## src/hdl/fcx_pkg.sv

```systemverilog
// ---------------------------------------------------------------------------
// fcx_pkg - shared types and codes for the four-operand execute stage
// Opcodes, status codes, fixed field widths and the ALU result bundle.
// ---------------------------------------------------------------------------
package fcx_pkg;

  localparam int DATA_W  = 32;
  localparam int KIND_W  = 8;
  localparam int IDX_W   = 4;
  localparam int STAT_W  = 2;

  // opcodes
  localparam logic [KIND_W-1:0] OP_ADD  = 8'd0;
  localparam logic [KIND_W-1:0] OP_SUB  = 8'd1;
  localparam logic [KIND_W-1:0] OP_MAC  = 8'd2;
  localparam logic [KIND_W-1:0] OP_AND  = 8'd3;
  localparam logic [KIND_W-1:0] OP_OR   = 8'd4;
  localparam logic [KIND_W-1:0] OP_XOR  = 8'd5;
  localparam logic [KIND_W-1:0] OP_SLL  = 8'd6;
  localparam logic [KIND_W-1:0] OP_SRA  = 8'd7;
  localparam logic [KIND_W-1:0] OP_SRL  = 8'd8;
  localparam logic [KIND_W-1:0] OP_BEQ  = 8'd9;
  localparam logic [KIND_W-1:0] OP_BNE  = 8'd10;
  localparam logic [KIND_W-1:0] OP_BLT  = 8'd11;
  localparam logic [KIND_W-1:0] OP_BGT  = 8'd12;
  localparam logic [KIND_W-1:0] OP_BLE  = 8'd13;
  localparam logic [KIND_W-1:0] OP_BGE  = 8'd14;
  localparam logic [KIND_W-1:0] OP_JAL  = 8'd15;
  localparam logic [KIND_W-1:0] OP_LW   = 8'd16;
  localparam logic [KIND_W-1:0] OP_SW   = 8'd17;
  localparam logic [KIND_W-1:0] OP_RETI = 8'd18;
  localparam logic [KIND_W-1:0] OP_IN   = 8'd19;
  localparam logic [KIND_W-1:0] OP_OUT  = 8'd20;

  // status codes
  localparam logic [STAT_W-1:0] ST_OK  = 2'd0;
  localparam logic [STAT_W-1:0] ST_MEM = 2'd1;
  localparam logic [STAT_W-1:0] ST_IO  = 2'd2;

  // I/O word holding the interrupt return address
  localparam int RETURN_SLOT = 7;

  typedef struct packed {
    logic [DATA_W-1:0] val;       // result of non-multiply ALU ops
    logic [DATA_W-1:0] prod;      // low word of rs*rt
    logic              take;      // branch condition true
    logic              has_dest;  // op writes rd from val/prod
  } alu_res_t;

endpackage

```

## src/hdl/fcx_alu.sv

```systemverilog
// ---------------------------------------------------------------------------
// fcx_alu - three-input ALU, shifter, multiplier and branch compare
// Pure logic; the caller registers the result bundle.
// ---------------------------------------------------------------------------
module fcx_alu (
  input  logic [fcx_pkg::KIND_W-1:0] kind,
  input  logic [fcx_pkg::DATA_W-1:0] a,
  input  logic [fcx_pkg::DATA_W-1:0] b,
  input  logic [fcx_pkg::DATA_W-1:0] c,
  output fcx_pkg::alu_res_t          res
);
  import fcx_pkg::*;

  logic [4:0] sh;
  logic       lt_ab;
  logic       lt_ba;

  assign sh    = b[4:0];
  assign lt_ab = $signed(a) < $signed(b);
  assign lt_ba = $signed(b) < $signed(a);

  always_comb begin
    res.val      = '0;
    res.prod     = a * b;
    res.take     = 1'b0;
    res.has_dest = 1'b0;
    case (kind)
      OP_ADD: begin res.val = a + b + c;                    res.has_dest = 1'b1; end
      OP_SUB: begin res.val = a - b - c;                    res.has_dest = 1'b1; end
      OP_MAC: begin                                         res.has_dest = 1'b1; end
      OP_AND: begin res.val = a & b & c;                    res.has_dest = 1'b1; end
      OP_OR:  begin res.val = a | b | c;                    res.has_dest = 1'b1; end
      OP_XOR: begin res.val = a ^ b ^ c;                    res.has_dest = 1'b1; end
      OP_SLL: begin res.val = a << sh;                      res.has_dest = 1'b1; end
      OP_SRA: begin res.val = DATA_W'($signed(a) >>> sh);   res.has_dest = 1'b1; end
      OP_SRL: begin res.val = a >> sh;                      res.has_dest = 1'b1; end
      OP_BEQ: res.take = (a == b);
      OP_BNE: res.take = (a != b);
      OP_BLT: res.take = lt_ab;
      OP_BGT: res.take = lt_ba;
      OP_BLE: res.take = !lt_ba;
      OP_BGE: res.take = !lt_ab;
      default: ;
    endcase
  end

endmodule
```

## config.mk

```make
export PLATFORM = sky130hd
export DESIGN_NAME = fcx_alu
export DESIGN_NICKNAME = d
export VERILOG_FILES = /design/src/hdl/fcx_pkg.sv /design/src/hdl/fcx_alu.sv
export SDC_FILE = /design/constraint.sdc
export NUM_CORES = 2
export LEC_CHECK = 0
export ABC_AREA = 0
export BUFFER_PORTS_ARGS = -buffer_cell sky130_fd_sc_hd__buf_2
export CORE_ASPECT_RATIO = 1.2
export CORE_MARGIN = 2
export CORE_UTILIZATION = 42
export DETAILED_ROUTE_END_ITERATION = 10
export SKIP_LAST_GASP = 1
export SYNTH_ARGS = -nofsm -noshare
export SYNTH_HDL_FRONTEND = slang
export SYNTH_SLANG_ARGS = --single-unit
```

## constraint.sdc

```tcl
create_clock -name vclk -period 26.6
set_clock_uncertainty 0.05 [all_clocks]
set_input_delay 7.98 -clock vclk [all_inputs]
set_output_delay 7.98 -clock vclk [all_outputs]
set_load 0.01 [all_outputs]
```

## After elaboration in Yosys (flattened, before gate mapping)

Index checks and enable logic that the tools add are counted.

- Register bits after elaboration: 0
- Input bits: 104
- Output and inout bits: 66
- Word-level logic and storage cells: 39

- Add/sub/neg operators: 4
- Multiply operators: 1
- Magnitude comparators: 2
- Eq/ne operators: 16
- Shift operators: 3
- Muxes and demuxes: 3
- Bitwise logic cells: 6
- Reduce and logical (&&, ||, !) cells: 4

Operator list:

| operator | count |
|---|---|
| $pmux W32 S8 | 1 |
| $add A32 B32 Y32 | 2 |
| $and A32 B32 Y32 | 2 |
| $lt A32 B32 Y1 | 2 |
| $or A32 B32 Y32 | 2 |
| $sub A32 B32 Y32 | 2 |
| $xor A32 B32 Y32 | 2 |
| $eq A8 B4 Y1 const B | 7 |
| $eq A32 B32 Y1 | 1 |
| $eq A8 B3 Y1 const B | 4 |
| $mul A32 B32 Y32 | 1 |
| $ne A32 B32 Y1 | 1 |
| $shl A32 B5 Y32 | 1 |
| $shr A32 B5 Y32 | 1 |
| $sshr A32 B5 Y32 | 1 |
| $eq A8 B2 Y1 const B | 2 |
| $reduce_or A9 Y1 | 1 |
| $eq A8 B1 Y1 const B | 1 |
| $logic_not A8 Y1 | 1 |
| $pmux W1 S6 | 1 |
| $logic_not A1 Y1 | 2 |
| $mux W1 | 1 |

## Depth between registers and ports, before layout

- Depth in word-level cells: 3
- Depth in mapped cells: 28
- Mapped depth without buffers: 26

## Worst setup path after synthesis

Ideal clock, no wire load.

- Path type: input to output
- Start: input port b[2] (netlist bit)
- End: output port res[29] (netlist bit)
- Data arrival time: 15.511 ns
- Data required time: 18.570 ns
- Setup slack: 3.059 ns
- Cell stages on the path: 26
- Path buffers: 5
- Cell sequence: inv_1 buf_1 buf_2 buf_1 clkbuf_1 nor2_1 fa_1 inv_1 fa_1 fa_1 fa_1 inv_1 fa_1 fa_1 fa_1 fa_1 ha_1 clkbuf_1 a21o_1 a21o_1 a21oi_1 nand3_1 or3b_2 a31o_2 a21oi_1 xnor2_1

RTL lines:

| what | line | text |
|---|---|---|
| start, declared | fcx_alu.sv:8 | `input logic [fcx_pkg::DATA_W-1:0] b,` |
| end, declared | fcx_alu.sv:10 | `output fcx_pkg::alu_res_t res` |

==> reports/qor.yml <==
drc: 0
overflow: 0
clkbuf_count: 0
hold_path_class: "input pin to primary output"
grt_pass1_wl_um: 161900
synth_cell_types: 84
postCtsSetupRepairBufs: 0
cap_violations: 0
ys_warn_count: 0
critPathCaptureType: "primary output"
final_util_pct: 45.13
fin_nets: 4083
final_cell_mix: "inv_1, fa_1, nor2_1, nand2_1, ha_1"
worstSetupPathType: "input pin to primary output"
io_pins: 170
min_period_over_period_pct: 91.12
cts_resized: 0
grt_max_degree: 60
drt-wirelength-per-cell_um: 26.89
die_w_um: 231.2
drt-total-wl_um: 108400
vias_per_cell: 5.984
clock.fmax_mhz: 41.26
seq_area_frac_synth_pct: 0
dieArea_mm2: 0.06396
period_minus_slack_ns: 24.24
netlist_instances: 3176
layout.cells.most_common: "inv_1"
slew_viol_final: 0
critPathMaxFanout: 20
status: "finished, final reports clean"
first_pass_iters: 6
syn2layout_area_growth_pct: 5.930
gp_congestion: 1.043
grt_pass1_vias: 25168
regArea_um2: 0
finalNonFillerCells: 4033
crit_start: "a[8]"
synth_area_mm2: 0.02602
avgSynthCellArea_um2: 8.191
synth_top_area_cell: "fa_1"
maxSlewHeadroom_pct: 10.92
fp.dieH_um: 276.6
min-delay-start: "c[16]"
drive_above_1_share_pct: 9.615
design.seq.count: 0
grt_usage_pct: 33.95
antenna_found_initial: 1
port_buffers: 170
drtIter0Drc: 2091
setup_viol: 0
ant_nets: 0
crit_path_start_kind: "input pin"
dpl.cell_count: 4032
row_count: 99
setup_tns_ns: 0
synth_top_area_share_pct: 36.24
fin_hold_ws_ns: 16.37
hold_buffers: 0
synth_nets: 4033
hpwl_um: 85660
crit_arrival_ns: 16.21
fp.coreArea_mm2: 0.06107
critPathRequiredTime_ns: 18.57
rsz0062_at_grt: "false"
hold_viol: 0
initial_core_util_pct: 42.60
worst_pin_slew_ns: 1.319
via_count: 24133
synth_area_leaders: "fa_1, ha_1, inv_1"
-- stage by stage --
step                setup WS [ns]  instance area [µm²]
finish                      2.361                27560
global route                2.106                27560
CTS                         2.401                27560
detailed placement          2.416                27560
global placement            2.530                27560
floorplan                   3.059                26020
-- layout make-up --
cell class / instances / area (µm²)
diodes: 1 / 2.502
fillers: 6184 / 33510
inverters: 505 / 1896
multi-input cells: 2505 / 23460
well taps: 808 / 1011
repair buffers: 214 / 1186
-- logic make-up (layout without fill, tap and decap cells) --
logic type                 after synthesis  in the layout  synth area share, %
muxes                                  106            106                6.584
and+or+nand+nor                        987            987                16.06
xor gates and xnor gates               128            128                4.309
buffers and inverters                  671            719                9.874
other                                    0              1                    0
adders and majority gates              753            753                49.81
AOI/OAI and AO/OA                      531            531                13.37
-- synth_stat cells (20+ instances only) --
library cell / n
inv_1: 475
fa_1: 471
nor2_1: 435
nand2_1: 365
ha_1: 282
a21oi_1: 162
clkbuf_1: 124
o21ai_0: 102
xnor2_1: 93
mux4_2: 50
mux2i_1: 47
nor3_1: 38
a21o_1: 36
xor2_1: 35
a211oi_1: 27
clkinv_1: 24
o211ai_1: 24
nand3_1: 22
and3_1: 20
-- worst max-delay path, stage by stage --
cell and delay, ns:
buf_2 0.51, clkinv_1 0.85, nor2_1 0.38, fa_1 0.45, fa_1 0.49, fa_1 0.51, inv_1 0.05, fa_1 0.48
inv_1 0.04, ha_1 0.26, ha_1 0.30, fa_1 0.50, fa_1 0.42, ha_1 0.37, and4_1 0.24, and2_1 0.13
o31a_1 0.11, a31o_2 0.16, a21oi_1 0.17, o41ai_1 1.15, o21ai_0 0.16, a21boi_0 0.29, buf_2 0.19
-- per-layer routing --
layer | wire length (µm) | track usage [%] | vias up
met5 | 0 | 0 | -
li1 | - | - | 10402
met1 | 41630 | 42.78 | 12046
met4 | 8065 | 19.70 | 0
met3 | 8653 | 4.685 | 361
met2 | 50100 | 55.60 | 1324
-- path summary, 6_finish.rpt --
check	endpoint	slack [ns]	cells after the start
hold / removal	res[50]	16.37	4
setup / recovery	res[30]	2.36	23
Power is left out: the tool's default activity adds up to more than one toggle a clock period on the data nets, which glitch-free logic cannot reach.
